**src/design/tfn_pkg.sv**
```systemverilog
package tfn_pkg;

    // Field widths of the pixel and result requests.
    localparam int PIX_W = 16;
    localparam int LVL_W = 8;
    localparam int POS_W = 14;
    localparam int DIM_W = 8;

    // Width of the scaled numerator (clamped difference times full scale).
    localparam int NUM_W = PIX_W + LVL_W;

    // Configuration port.
    localparam int CFG_IDX_W  = 2;
    localparam int CFG_DATA_W = 16;

    localparam logic [CFG_IDX_W-1:0] CFG_LOW_LIMIT    = 2'd0;
    localparam logic [CFG_IDX_W-1:0] CFG_HIGH_LIMIT   = 2'd1;
    localparam logic [CFG_IDX_W-1:0] CFG_FRAME_WIDTH  = 2'd2;
    localparam logic [CFG_IDX_W-1:0] CFG_FRAME_HEIGHT = 2'd3;

    // Register values after reset.
    localparam logic [PIX_W-1:0] LOW_LIMIT_RESET    = 16'd29315;
    localparam logic [PIX_W-1:0] HIGH_LIMIT_RESET   = 16'd31315;
    localparam logic [DIM_W-1:0] FRAME_WIDTH_RESET  = 8'd80;
    localparam logic [DIM_W-1:0] FRAME_HEIGHT_RESET = 8'd60;

    // Full-scale output level.
    localparam logic [LVL_W-1:0] LEVEL_MAX = 8'd255;

    // Default frame size limits.
    localparam int DEF_MAX_WIDTH  = 128;
    localparam int DEF_MAX_HEIGHT = 128;

    // Depth of the queue between the front and the back part.
    localparam int QUEUE_DEPTH = 2;

    // One pending pixel: division operands plus the frame statistics.
    typedef struct packed {
        logic [NUM_W-1:0] numer;
        logic [PIX_W-1:0] denom;
        logic             frame_done;
        logic [PIX_W-1:0] max_value;
        logic [POS_W-1:0] max_position;
        logic [PIX_W-1:0] min_value;
        logic [POS_W-1:0] min_position;
        logic [PIX_W-1:0] center_value;
    } work_t;

endpackage

```
**src/design/tfn_pixel_if.sv**
```systemverilog
interface tfn_pixel_if;
    logic                      valid;
    logic                      ready;
    logic [tfn_pkg::PIX_W-1:0] pixel_sample;

    modport source (output valid, output pixel_sample, input ready);
    modport sink (input valid, input pixel_sample, output ready);
endinterface

```
**src/design/tfn_level_if.sv**
```systemverilog
interface tfn_level_if;
    logic                      valid;
    logic                      ready;
    logic [tfn_pkg::LVL_W-1:0] pixel_level;
    logic                      frame_done;
    logic [tfn_pkg::PIX_W-1:0] max_value;
    logic [tfn_pkg::POS_W-1:0] max_position;
    logic [tfn_pkg::PIX_W-1:0] min_value;
    logic [tfn_pkg::POS_W-1:0] min_position;
    logic [tfn_pkg::PIX_W-1:0] center_value;

    modport source (
        output valid, output pixel_level, output frame_done,
        output max_value, output max_position,
        output min_value, output min_position, output center_value,
        input ready
    );
    modport sink (
        input valid, input pixel_level, input frame_done,
        input max_value, input max_position,
        input min_value, input min_position, input center_value,
        output ready
    );
endinterface

```
**src/design/tfn_front.sv**
```systemverilog
module tfn_front #(
    parameter int MAX_WIDTH  = tfn_pkg::DEF_MAX_WIDTH,
    parameter int MAX_HEIGHT = tfn_pkg::DEF_MAX_HEIGHT
) (
    input  logic                          clk,
    input  logic                          rst_n,
    input  logic                          cfg_we,
    input  logic [tfn_pkg::CFG_IDX_W-1:0]  cfg_index,
    input  logic [tfn_pkg::CFG_DATA_W-1:0] cfg_data,
    tfn_pixel_if.sink                     pixel,
    output logic                          push,
    output tfn_pkg::work_t                push_data,
    input  logic                          full
);
    import tfn_pkg::*;

    // The width register is 8 bits, so the usable size never exceeds 255.
    localparam int W_LIM   = (MAX_WIDTH < 255) ? MAX_WIDTH : 255;
    localparam int H_LIM   = (MAX_HEIGHT < 255) ? MAX_HEIGHT : 255;
    localparam int TOT_MAX = W_LIM * H_LIM;
    localparam int CNT_W   = (TOT_MAX > 1) ? $clog2(TOT_MAX) : 1;
    localparam int TOT_W   = $clog2(TOT_MAX + 1);
    localparam int CEN_W   = TOT_W + 1;

    localparam logic [DIM_W-1:0] W_LIM_V = DIM_W'(W_LIM);
    localparam logic [DIM_W-1:0] H_LIM_V = DIM_W'(H_LIM);
    localparam logic [DIM_W-1:0] DIM_ONE = DIM_W'(1);

    logic [PIX_W-1:0] low_limit_reg;
    logic [PIX_W-1:0] high_limit_reg;
    logic [DIM_W-1:0] frame_width_reg;
    logic [DIM_W-1:0] frame_height_reg;

    logic [CNT_W-1:0] cnt_reg,      cnt_next;
    logic [PIX_W-1:0] max_val_reg,  max_val_next;
    logic [CNT_W-1:0] max_pos_reg,  max_pos_next;
    logic [PIX_W-1:0] min_val_reg,  min_val_next;
    logic [CNT_W-1:0] min_pos_reg,  min_pos_next;
    logic             min_ok_reg;
    logic [PIX_W-1:0] center_reg,   center_next;

    logic [DIM_W-1:0] w_sat;
    logic [DIM_W-1:0] h_sat;
    logic [15:0]      prod;
    logic [TOT_W-1:0] total;
    logic [CEN_W-1:0] center_raw;
    logic [CEN_W-1:0] center_idx;
    logic             last;
    logic             accept;
    logic [PIX_W-1:0] t;
    logic [PIX_W-1:0] t_clamp;
    logic [PIX_W-1:0] span;

    assign t            = pixel.pixel_sample;
    assign pixel.ready  = !full;
    assign accept       = pixel.valid && !full;
    assign push         = accept;

    // Frame geometry from the current register values.
    always_comb
    begin
        w_sat = frame_width_reg;
        if (frame_width_reg == '0)
        begin
            w_sat = DIM_ONE;
        end
        else if (frame_width_reg > W_LIM_V)
        begin
            w_sat = W_LIM_V;
        end
        h_sat = frame_height_reg;
        if (frame_height_reg == '0)
        begin
            h_sat = DIM_ONE;
        end
        else if (frame_height_reg > H_LIM_V)
        begin
            h_sat = H_LIM_V;
        end
        prod       = 16'(w_sat) * 16'(h_sat);
        total      = TOT_W'(prod);
        center_raw = CEN_W'(total >> 1) + CEN_W'(w_sat >> 1);
        if (center_raw >= CEN_W'(total))
        begin
            center_idx = CEN_W'(total - TOT_W'(1));
        end
        else
        begin
            center_idx = center_raw;
        end
        last = TOT_W'(cnt_reg) >= (total - TOT_W'(1));
    end

    // Tracker updates including the current pixel.
    always_comb
    begin
        max_val_next = max_val_reg;
        max_pos_next = max_pos_reg;
        if (t > max_val_reg)
        begin
            max_val_next = t;
            max_pos_next = cnt_reg;
        end
        min_val_next = min_val_reg;
        min_pos_next = min_pos_reg;
        if (!min_ok_reg || (t < min_val_reg))
        begin
            min_val_next = t;
            min_pos_next = cnt_reg;
        end
        center_next = center_reg;
        if (CEN_W'(cnt_reg) == center_idx)
        begin
            center_next = t;
        end
        cnt_next = last ? '0 : cnt_reg + CNT_W'(1);
    end

    // Division operands; an empty clamp range divides zero by one.
    always_comb
    begin
        t_clamp = t;
        if (t < low_limit_reg)
        begin
            t_clamp = low_limit_reg;
        end
        else if (t > high_limit_reg)
        begin
            t_clamp = high_limit_reg;
        end
        span = high_limit_reg - low_limit_reg;

        push_data = '0;
        if (high_limit_reg > low_limit_reg)
        begin
            push_data.numer = NUM_W'(t_clamp - low_limit_reg) * NUM_W'(LEVEL_MAX);
            push_data.denom = span;
        end
        else
        begin
            push_data.numer = '0;
            push_data.denom = PIX_W'(1);
        end
        if (last)
        begin
            push_data.frame_done   = 1'b1;
            push_data.max_value    = max_val_next;
            push_data.max_position = POS_W'(max_pos_next);
            push_data.min_value    = min_val_next;
            push_data.min_position = POS_W'(min_pos_next);
            push_data.center_value = center_next;
        end
    end

    always_ff @(posedge clk or negedge rst_n)
    begin
        if (!rst_n)
        begin
            low_limit_reg    <= LOW_LIMIT_RESET;
            high_limit_reg   <= HIGH_LIMIT_RESET;
            frame_width_reg  <= FRAME_WIDTH_RESET;
            frame_height_reg <= FRAME_HEIGHT_RESET;
        end
        else if (cfg_we)
        begin
            case (cfg_index)
                CFG_LOW_LIMIT:    low_limit_reg    <= PIX_W'(cfg_data);
                CFG_HIGH_LIMIT:   high_limit_reg   <= PIX_W'(cfg_data);
                CFG_FRAME_WIDTH:  frame_width_reg  <= DIM_W'(cfg_data);
                CFG_FRAME_HEIGHT: frame_height_reg <= DIM_W'(cfg_data);
                default:          ;
            endcase
        end
    end

    always_ff @(posedge clk or negedge rst_n)
    begin
        if (!rst_n)
        begin
            cnt_reg     <= '0;
            max_val_reg <= '0;
            max_pos_reg <= '0;
            min_val_reg <= '0;
            min_pos_reg <= '0;
            min_ok_reg  <= 1'b0;
            center_reg  <= '0;
        end
        else if (accept)
        begin
            if (last)
            begin
                cnt_reg     <= '0;
                max_val_reg <= '0;
                max_pos_reg <= '0;
                min_val_reg <= '0;
                min_pos_reg <= '0;
                min_ok_reg  <= 1'b0;
                center_reg  <= '0;
            end
            else
            begin
                cnt_reg     <= cnt_next;
                max_val_reg <= max_val_next;
                max_pos_reg <= max_pos_next;
                min_val_reg <= min_val_next;
                min_pos_reg <= min_pos_next;
                min_ok_reg  <= 1'b1;
                center_reg  <= center_next;
            end
        end
    end

endmodule

```
**src/design/tfn_queue.sv**
```systemverilog
module tfn_queue (
    input  logic           clk,
    input  logic           rst_n,
    input  logic           push,
    input  tfn_pkg::work_t push_data,
    output logic           full,
    input  logic           pop,
    output tfn_pkg::work_t pop_data,
    output logic           empty
);
    import tfn_pkg::*;

    localparam int CNT_W = $clog2(QUEUE_DEPTH + 1);

    // Slot zero is always the head; entries move one slot forward on a pop.
    work_t            slot_reg  [QUEUE_DEPTH];
    work_t            slot_next [QUEUE_DEPTH];
    logic [CNT_W-1:0] count_reg,  count_next;
    logic [CNT_W-1:0] fill_pos;
    logic             do_push;
    logic             do_pop;

    assign full     = (count_reg == CNT_W'(QUEUE_DEPTH));
    assign empty    = (count_reg == '0);
    assign do_push  = push && !full;
    assign do_pop   = pop && !empty;
    assign pop_data = slot_reg[0];

    always_comb
    begin
        // A pushed entry lands right behind the last entry that stays.
        fill_pos = do_pop ? count_reg - CNT_W'(1) : count_reg;
        for (int i = 0; i < QUEUE_DEPTH; i++)
        begin
            slot_next[i] = slot_reg[i];
        end
        if (do_pop)
        begin
            for (int i = 0; i < QUEUE_DEPTH - 1; i++)
            begin
                slot_next[i] = slot_reg[i + 1];
            end
        end
        for (int i = 0; i < QUEUE_DEPTH; i++)
        begin
            if (do_push && (fill_pos == CNT_W'(i)))
            begin
                slot_next[i] = push_data;
            end
        end
        count_next = count_reg;
        if (do_push && !do_pop)
        begin
            count_next = count_reg + CNT_W'(1);
        end
        else if (do_pop && !do_push)
        begin
            count_next = count_reg - CNT_W'(1);
        end
    end

    always_ff @(posedge clk or negedge rst_n)
    begin
        if (!rst_n)
        begin
            count_reg <= '0;
        end
        else
        begin
            count_reg <= count_next;
        end
    end

    always_ff @(posedge clk)
    begin
        for (int i = 0; i < QUEUE_DEPTH; i++)
        begin
            slot_reg[i] <= slot_next[i];
        end
    end

endmodule

```
**src/design/tfn_back.sv**
```systemverilog
module tfn_back (
    input  logic           clk,
    input  logic           rst_n,
    input  logic           empty,
    input  tfn_pkg::work_t pop_data,
    output logic           pop,
    tfn_level_if.source    level
);
    import tfn_pkg::*;

    localparam int STEP_W = $clog2(LVL_W);

    typedef enum logic [2:0] {
        ST_IDLE   = 3'b001,
        ST_DIVIDE = 3'b010,
        ST_LOAD   = 3'b100
    } state_t;

    state_t            state_reg,  state_next;
    logic [STEP_W-1:0] step_reg,   step_next;
    logic [NUM_W-1:0]  rem_reg,    rem_next;
    logic [NUM_W-1:0]  dsh_reg,    dsh_next;
    logic [LVL_W-1:0]  quo_reg,    quo_next;
    work_t             hold_reg,   hold_next;
    logic              out_valid_reg, out_valid_next;
    logic              load_out;

    logic [LVL_W-1:0]  lvl_reg;
    logic              done_reg;
    logic [PIX_W-1:0]  max_val_reg;
    logic [POS_W-1:0]  max_pos_reg;
    logic [PIX_W-1:0]  min_val_reg;
    logic [POS_W-1:0]  min_pos_reg;
    logic [PIX_W-1:0]  center_reg;

    // Restoring divider: one quotient bit per cycle, most significant first.
    // The quotient never exceeds full scale, so LVL_W steps are enough.
    always_comb
    begin
        state_next     = state_reg;
        step_next      = step_reg;
        rem_next       = rem_reg;
        dsh_next       = dsh_reg;
        quo_next       = quo_reg;
        hold_next      = hold_reg;
        pop            = 1'b0;
        load_out       = 1'b0;
        out_valid_next = out_valid_reg;
        if (out_valid_reg && level.ready)
        begin
            out_valid_next = 1'b0;
        end
        case (state_reg)
            ST_IDLE:
            begin
                if (!empty)
                begin
                    pop        = 1'b1;
                    hold_next  = pop_data;
                    rem_next   = pop_data.numer;
                    dsh_next   = NUM_W'(pop_data.denom) << (LVL_W - 1);
                    quo_next   = '0;
                    step_next  = '0;
                    state_next = ST_DIVIDE;
                end
            end
            ST_DIVIDE:
            begin
                if (rem_reg >= dsh_reg)
                begin
                    rem_next = rem_reg - dsh_reg;
                    quo_next = {quo_reg[LVL_W-2:0], 1'b1};
                end
                else
                begin
                    quo_next = {quo_reg[LVL_W-2:0], 1'b0};
                end
                dsh_next  = dsh_reg >> 1;
                step_next = step_reg + STEP_W'(1);
                if (step_reg == STEP_W'(LVL_W - 1))
                begin
                    state_next = ST_LOAD;
                end
            end
            ST_LOAD:
            begin
                if (!out_valid_reg || level.ready)
                begin
                    load_out       = 1'b1;
                    out_valid_next = 1'b1;
                    state_next     = ST_IDLE;
                end
            end
            default:
            begin
                state_next = ST_IDLE;
            end
        endcase
    end

    always_ff @(posedge clk or negedge rst_n)
    begin
        if (!rst_n)
        begin
            state_reg     <= ST_IDLE;
            step_reg      <= '0;
            out_valid_reg <= 1'b0;
        end
        else
        begin
            state_reg     <= state_next;
            step_reg      <= step_next;
            out_valid_reg <= out_valid_next;
        end
    end

    always_ff @(posedge clk)
    begin
        rem_reg  <= rem_next;
        dsh_reg  <= dsh_next;
        quo_reg  <= quo_next;
        hold_reg <= hold_next;
        if (load_out)
        begin
            lvl_reg     <= quo_reg;
            done_reg    <= hold_reg.frame_done;
            max_val_reg <= hold_reg.max_value;
            max_pos_reg <= hold_reg.max_position;
            min_val_reg <= hold_reg.min_value;
            min_pos_reg <= hold_reg.min_position;
            center_reg  <= hold_reg.center_value;
        end
    end

    assign level.valid        = out_valid_reg;
    assign level.pixel_level  = lvl_reg;
    assign level.frame_done   = done_reg;
    assign level.max_value    = max_val_reg;
    assign level.max_position = max_pos_reg;
    assign level.min_value    = min_val_reg;
    assign level.min_position = min_pos_reg;
    assign level.center_value = center_reg;

endmodule

```
**src/design/thermal_frame_normalize_minmax_top.sv**
```systemverilog
// A pixel accepted at the input reaches the output through the queue write, the pop,
// 8 divide steps and the output load, when the output side is ready.
// The bit-serial divider in the back part finishes one pixel before it pops the next.
// The input stays ready while the two-entry queue has room, so up to three pixels
// can be held inside while a finished result waits on the output.
// Reset (rst_n, asynchronous, active low) restores the register defaults and clears
// the frame trackers and all handshake state; no clearing pass is needed.
module thermal_frame_normalize_minmax_top #(
    parameter int MAX_WIDTH  = tfn_pkg::DEF_MAX_WIDTH,
    parameter int MAX_HEIGHT = tfn_pkg::DEF_MAX_HEIGHT
) (
    input  logic                           clk,
    input  logic                           rst_n,
    input  logic                           cfg_we,
    input  logic [tfn_pkg::CFG_IDX_W-1:0]  cfg_index,
    input  logic [tfn_pkg::CFG_DATA_W-1:0] cfg_data,
    tfn_pixel_if.sink                      pixel,
    tfn_level_if.source                    result
);
    import tfn_pkg::*;

    // The front part holds the configuration registers, clamps each pixel,
    // forms the operands of the scaling division and keeps the per-frame
    // maximum, minimum and center trackers. Every accepted request is
    // pushed into the queue in the same cycle.
    logic  push;
    logic  full;
    work_t push_data;

    // The back part pops one request at a time, runs the division and
    // presents the result in its output register.
    logic  pop;
    logic  empty;
    work_t pop_data;

    tfn_front #(
        .MAX_WIDTH  (MAX_WIDTH),
        .MAX_HEIGHT (MAX_HEIGHT)
    ) u_front (
        .clk       (clk),
        .rst_n     (rst_n),
        .cfg_we    (cfg_we),
        .cfg_index (cfg_index),
        .cfg_data  (cfg_data),
        .pixel     (pixel),
        .push      (push),
        .push_data (push_data),
        .full      (full)
    );

    // The queue decouples the two parts so that either can stall alone.
    tfn_queue u_queue (
        .clk       (clk),
        .rst_n     (rst_n),
        .push      (push),
        .push_data (push_data),
        .full      (full),
        .pop       (pop),
        .pop_data  (pop_data),
        .empty     (empty)
    );

    tfn_back u_back (
        .clk      (clk),
        .rst_n    (rst_n),
        .empty    (empty),
        .pop_data (pop_data),
        .pop      (pop),
        .level    (result)
    );

endmodule
```
**src/flat_wrapper.sv**
```systemverilog
// flat-port wrapper written by rule: the top's interface ports become plain ports
module thermal_frame_normalize_minmax_top_flat import tfn_pkg::*;
#(
    parameter int MAX_WIDTH  = tfn_pkg::DEF_MAX_WIDTH,
    parameter int MAX_HEIGHT = tfn_pkg::DEF_MAX_HEIGHT
)
  (clk, rst_n, cfg_we, cfg_index, cfg_data, pixel_valid, pixel_pixel_sample, pixel_ready, result_valid, result_pixel_level, result_frame_done, result_max_value, result_max_position, result_min_value, result_min_position, result_center_value, result_ready);
  tfn_pixel_if pixel_i ();
  tfn_level_if result_i ();
  input  logic clk;
  input  logic rst_n;
  input  logic cfg_we;
  input  logic [tfn_pkg::CFG_IDX_W-1:0] cfg_index;
  input  logic [tfn_pkg::CFG_DATA_W-1:0] cfg_data;
  input wire logic [$bits(pixel_i.valid)-1:0] pixel_valid;
  input wire logic [$bits(pixel_i.pixel_sample)-1:0] pixel_pixel_sample;
  output wire logic [$bits(pixel_i.ready)-1:0] pixel_ready;
  output wire logic [$bits(result_i.valid)-1:0] result_valid;
  output wire logic [$bits(result_i.pixel_level)-1:0] result_pixel_level;
  output wire logic [$bits(result_i.frame_done)-1:0] result_frame_done;
  output wire logic [$bits(result_i.max_value)-1:0] result_max_value;
  output wire logic [$bits(result_i.max_position)-1:0] result_max_position;
  output wire logic [$bits(result_i.min_value)-1:0] result_min_value;
  output wire logic [$bits(result_i.min_position)-1:0] result_min_position;
  output wire logic [$bits(result_i.center_value)-1:0] result_center_value;
  input wire logic [$bits(result_i.ready)-1:0] result_ready;
  assign pixel_i.valid = pixel_valid;
  assign pixel_i.pixel_sample = pixel_pixel_sample;
  assign pixel_ready = pixel_i.ready;
  assign result_valid = result_i.valid;
  assign result_pixel_level = result_i.pixel_level;
  assign result_frame_done = result_i.frame_done;
  assign result_max_value = result_i.max_value;
  assign result_max_position = result_i.max_position;
  assign result_min_value = result_i.min_value;
  assign result_min_position = result_i.min_position;
  assign result_center_value = result_i.center_value;
  assign result_i.ready = result_ready;
  thermal_frame_normalize_minmax_top #(.MAX_WIDTH(MAX_WIDTH), .MAX_HEIGHT(MAX_HEIGHT)) u_core (.clk(clk), .rst_n(rst_n), .cfg_we(cfg_we), .cfg_index(cfg_index), .cfg_data(cfg_data), .pixel(pixel_i), .result(result_i));
endmodule
```
**config.mk**
```make
export PLATFORM = sky130hd
export DESIGN_NAME = thermal_frame_normalize_minmax_top_flat
export DESIGN_NICKNAME = d
export VERILOG_FILES = /design/src/design/tfn_pkg.sv /design/src/design/tfn_pixel_if.sv /design/src/design/tfn_level_if.sv /design/src/design/tfn_front.sv /design/src/design/tfn_queue.sv /design/src/design/tfn_back.sv /design/src/design/thermal_frame_normalize_minmax_top.sv /design/src/flat_wrapper.sv
export SDC_FILE = /design/constraint.sdc
export NUM_CORES = 1
export LEC_CHECK = 0
export BUFFER_PORTS_ARGS = -buffer_cell sky130_fd_sc_hd__buf_2
export CAP_MARGIN = 0
export CORE_ASPECT_RATIO = 0.7
export CORE_MARGIN = 4
export CORE_UTILIZATION = 33
export DETAILED_ROUTE_END_ITERATION = 8
export GPL_TIMING_DRIVEN = 0
export PLACE_DENSITY_LB_ADDON = 0.1
export SYNTH_ARGS = -nofsm -noshare
export SYNTH_HDL_FRONTEND = slang
export SYNTH_SLANG_ARGS = --single-unit
```
**constraint.sdc**
```tcl
create_clock -name clk -period 8.65 [get_ports clk]
set_input_delay 0.4325 -clock clk [delete_from_list [all_inputs] [get_ports clk]]
set_output_delay 0.4325 -clock clk [all_outputs]
set_load 0.05 [all_outputs]
```
==> Word-level counts from Yosys, hierarchy flattened <==
Memories as Yosys holds them, arrays and structs flattened.
Index checks and enable logic that the tools add are counted.
{ "op_classes": {"bitwise": 1, "n_mux": 48, "eq_ne": 14, "addsub": 10, "n_lt_le_gt_ge": 10, "reduce_logical": 31, "mul": 2} }
{ "ops": {"columns": ["cell", "n"], "rows": [
  ["$mux W117", 3],
  ["$mux W16", 9],
  ["$pmux W24 S2", 2],
  ["$mux W77", 1],
  ["$mux W24", 3],
  ["$mux W14", 5],
  ["$gt A16 B16 Y1", 3],
  ["$mux W40", 1],
  ["$mux W8", 5],
  ["$lt A16 B16 Y1", 2],
  ["$ge A24 B24 Y1", 1],
  ["$mul A17 B9 Y24 const B", 1],
  ["$sub A24 B24 Y24", 1],
  ["$sub A16 B16 Y17", 1],
  ["$eq A14 B16 Y1", 1],
  ["$gt A8 B8 Y1 const B", 2],
  ["$logic_not A8 Y1", 2],
  ["$pmux W8 S2", 1],
  ["$sub A15 B1 Y16 const B", 1],
  ["$sub A16 B16 Y16", 1],
  ["$add A14 B7 Y15", 1],
  ["$ge A14 B15 Y1", 1],
  ["$ge A15 B15 Y1", 1],
  ["$mul A8 B8 Y15", 1],
  ["24 further kinds", 66]
]} }
{ "totals": {"elab_cells": 148, "reg_bits": 366, "inputBits": 39, "n_memories": 1, "ram_bits": 234, "out_inout_bits": 87} }
{ "mem_list": {"columns": ["memory", "words", "word_bits", "read_ports", "rd_clocked_by_memory_dff", "write_ports", "line", "source"], "rows": [
  ["u_core.u_queue.slot_reg", 2, 117, 2, 0, 2, "tfn_queue.sv:16", "work_t slot_reg [QUEUE_DEPTH];"]
]} }

==> Longest topological paths before layout <==
{ "depth": {"ltp_word": 11, "mapped_depth": 46} }

==> Modules after synthesis <==
Synthesis repeated with hierarchy kept, for this count alone.
{ "unflattened": {"hier_cells": 3034, "area_unflattened_um2": 35592.9} }
{ "by_module_without_submodules": {"columns": ["module", "area_each_um2", "cells_per_inst", "seq_area_each_um2", "instances"], "rows": [
  ["tfn_front", 17272.8, 1954, 3505.9, 1],
  ["tfn_queue", 9531.6, 502, 7076.8, 1],
  ["tfn_back", 8788.4, 578, 6692.7, 1]
]} }

==> Worst setup path after synthesis <==
No wires, ideal clock.
{ "synth_path": {"path_kind": "register to register", "startpoint": "register u_core.u_front.high_limit_reg[1]", "endpoint": "memory u_core.u_queue.slot_reg[0][116] (netlist name) (data pin)", "path_slack_ns": -0.459, "path_stages_with_launch": 45, "arrival_ns": 8.840, "n_path_buf": 2, "cell_sequence": "dfstp_2 -> inv_1 -> ha_1 -> nand3_1 -> o22ai_1 -> o21a_1 -> o21a_1 -> o21a_1 -> o21ai_0 -> nand2b_1 -> a21oi_1 -> a31oi_1 -> buf_1 -> clkbuf_1 -> nand2_1 -> o211ai_1 -> o21ai_0 -> ha_1 -> [... 9 more ...] -> inv_1 -> fa_1 -> inv_1 -> fa_1 -> inv_1 -> fa_1 -> inv_1 -> fa_1 -> ha_1 -> a21oi_1 -> o22ai_1 -> a211o_1 -> a41oi_1 -> o21ai_0 -> a21o_1 -> a21oi_1 -> xor2_1 -> o31ai_1"} }
{ "synth_lines": {"columns": ["element", "line", "source"], "rows": [
  ["start: declaration", "tfn_front.sv:30", "logic [PIX_W-1:0] high_limit_reg;"],
  ["start signal: assignment", "tfn_front.sv:168", "CFG_HIGH_LIMIT: high_limit_reg <= PIX_W'(cfg_data);"],
  ["end: declaration", "tfn_queue.sv:16", null]
]} }

==> impl_metrics.tcl <==
set metrics [dict create \
    outcome "complete, but fails checks" \
    synth_fp_nets 3322 \
    fin_util_pct 40.02 \
    startpoint "u_core.u_front.low_limit_reg[1]$_DFFE_PN1P_" \
    worst_slack_ns -0.3106 \
    yosys.area.top_type "edfxtp_1" \
    port_buffers 124 \
    antenna_found_initial 0 \
    fin_setup_tns_ns -1.241 \
    setup_viol 6 \
    first_pass_iters 5 \
    synth-edff-count 451 \
    cts_root_buf "clkbuf_16" \
    die_y_um 276.6 \
    dieWidth_um 391.7 \
    cts.sinks 599 \
    grt_pass1_wl_um 141800 \
    track_usage_pct 16.79 \
    largest_reg_flops 234 \
    path_class "reg -> reg" \
    avgSynthCellArea_um2 11.62 \
    synth_area_um2 34010 \
    worstPathRequired_ns 9.01 \
    violations "negative setup slack" \
    io_pins 126 \
    max_freq_mhz 111.6 \
    ys_types 92 \
    grt_pass1_vias 23445 \
    r2r-start "u_core.u_front.low_limit_reg[1]$_DFFE_PN1P_" \
    max_slew.worst_pin.slew_ns 1.238 \
    cts_buffers 66 \
    clock_latency_ns 0.62 \
    min_path_type "in -> reg" \
    skew_ns 0.02000 \
    layout_common_cells "edfxtp_1 (451), inv_1 (278), nor2_1 (241)" \
    drc 0 \
    critPathArrivalTime_ns 9.32 \
    clk_pin_slew_ns 0.06 \
    timing.final.crit_period_ns 8.961 \
    seq_area_frac_synth_pct 50.79 \
    routed_wl_um 91750 \
    end_kind "register" \
    finalCritPeriodShare_pct 103.6 \
    dr.first_iter.drc_count 1226 \
    coreArea_um2 102100 \
    cts_max_path_buffers 3 \
    async_reset_ff_share_pct 24.71 \
    antenna_left 0 \
    relSlewSlack_pct 17.48 \
    dieArea_um2 108300 \
    final_common_cell "edfxtp_1" \
    crit_fanout 5 \
    endpoint "u_core.u_queue.slot_reg[0][112]$_DFFE_PP_" \
    antenna_cells 0 \
    slowest_stage "fa_1" \
    nets 3612 \
    cts_tree "yes" \
    reg2reg_to "u_core.u_queue.slot_reg[0][112]$_DFFE_PP_" \
    synthCells 2928 \
    start_util_pct 33.30 \
    drive_above_1_share_pct 19.98 \
    netlist.area_leader.share_pct 39.82 \
    synth-seq-cells 599 \
    cts-htree-levels 3 \
    num_vias 22913 \
    rsz0062_at_grt "yes" \
    place_congestion 0.8433 \
    hpwl_um 68890 \
    grt_max_degree 108 \
    via_per_inst 4.961 \
    r2r_cells 41 \
    area_growth_pct 20.20 \
    rows 98 \
    yosysWarnings 0 \
    synth-main-ff-cell "edfxtp_1" \
    cpPeakStageDelay_ns 0.58 \
    startpoint_type "register" \
    crit_top_cell "a21o_1" \
    rrSetupSlack_ns -0.31 \
    hold_viol 0 \
    maxCapViolations 0 \
    slew_viol_final 0 \
    wl_per_cell_um 19.86 \
    synthTopCellsByArea "edfxtp_1 (40%), dfrtp_1 (9.2%), ha_1 (8.8%)" \
    grt_remaining_overflow 0 \
]
-- routing by layer --
metal  share of wire, %  track usage, %  vias up
met5                  0               0        -
met3                4.9           3.008       95
met2                 42           24.21      438
met1                 52           26.10    11464
met4                1.9           3.638        0
li1                   -               -    10916
-- Yosys cell counts (14+ instances only) --
library cell  instances
fa_1                116
a22o_1               78
o21ai_0             134
xnor2_1              64
clkbuf_1             89
inv_1               308
nand3_1              23
o31ai_1              68
nand2b_1             23
dfstp_2              23
mux2i_1              93
nor2_1              257
nor2b_1              20
a21oi_1              89
ha_1                239
nor3_1               21
nand2_1             246
mux2_2               43
o21a_1               21
edfxtp_1            451
nand4_1              26
buf_2                15
a21o_1               56
or3_1                14
and2_1               31
xor2_1               44
o21ai_1              24
dfrtp_1             125
-- through the flow --
| step | worst slack (ns) | instances | hold slack [ns] | instance area (um^2) |
|---|---|---|---|---|
| 3_3_place_gp | -4.024 | 4402 | 0.4023 | 36330 |
| 3_5_place_dp | -1.869 | 4411 | 0.3567 | 36580 |
| 6_report | -0.3106 | 4619 | 0.07762 | 40880 |
| 4_1_cts | -0.3522 | 4574 | 0.04132 | 39860 |
| 2_1_floorplan | 0.003959 | 2928 | 0.1369 | 34020 |
| 5_1_grt | -0.6802 | 4619 | 0.06287 | 40880 |
-- area by class of cell --
cell class | count | area, um^2
plain buffers | 109 | 553.0
inverters | 312 | 1194
clock buffers | 83 | 1767
repair buffers | 228 | 1687
fillers | 9785 | 61260
flip-flops and latches | 599 | 17280
clock inverters | 36 | 394.1
multi-input cells | 1902 | 16320
well taps | 1350 | 1689
-- kinds of logic (layout without fill, tap and decap cells) --
| group | count (synthesis) | in the layout | share of synthesized area (%) |
|---|---|---|---|
| simple gates | 715 | 715 | 9.440 |
| xor+xnor | 119 | 119 | 3.447 |
| fa+ha+maj | 355 | 355 | 15.62 |
| buf+inv | 427 | 768 | 4.878 |
| flops | 599 | 599 | 50.79 |
| compound gates | 577 | 577 | 11.66 |
| mux | 136 | 136 | 4.161 |
-- worst max-delay path: cells and delay by family, from the launching register on --
kind                     cells  cell delay, ns
AND/OR/NAND/NOR              4            0.59
buffers and inverters        5            0.38
XOR/XNOR                     2            0.36
multiplexers                 1            0.26
AO/OA/AOI/OAI               21            3.36
flip-flops                   1            0.56
adder cells (fa/ha/maj)      8            3.19
-- timing repair --
| action | CTS | global route |
|---|---|---|
| gates cloned | 0 | 4 |
| gates resized for setup | 185 | 135 |
| endpoints found under the hold margin | 41 | 0 |
| buffers inserted | 52 | 42 |
| endpoints found under the setup margin | 223 | 87 |
| pin swaps | 81 | 101 |
| hold buffers | 1 | 0 |
-- worst min-delay path by stage --
stage | startpoint | endpoint | cells after the start
after floorplan | rst_n | u_core.u_back.level.valid$_DFF_PN0_ | 0
after global placement | u_core.u_back.hold_reg[8]$_DFFE_PP_ | u_core.u_back.level.center_value[8]$_DFFE_PP_ | 0
after detailed placement | rst_n | u_core.u_front.frame_height_reg[0]$_DFFE_PN0P_ | 1
after CTS | cfg_data[13] | u_core.u_front.low_limit_reg[13]$_DFFE_PN1P_ | 3
after global routing | cfg_data[13] | u_core.u_front.low_limit_reg[13]$_DFFE_PN1P_ | 3
final | cfg_data[14] | u_core.u_front.low_limit_reg[14]$_DFFE_PN1P_ | 3
Power is left out: the tool's default activity adds up to more than one toggle a clock period on the data nets, which glitch-free logic cannot reach.
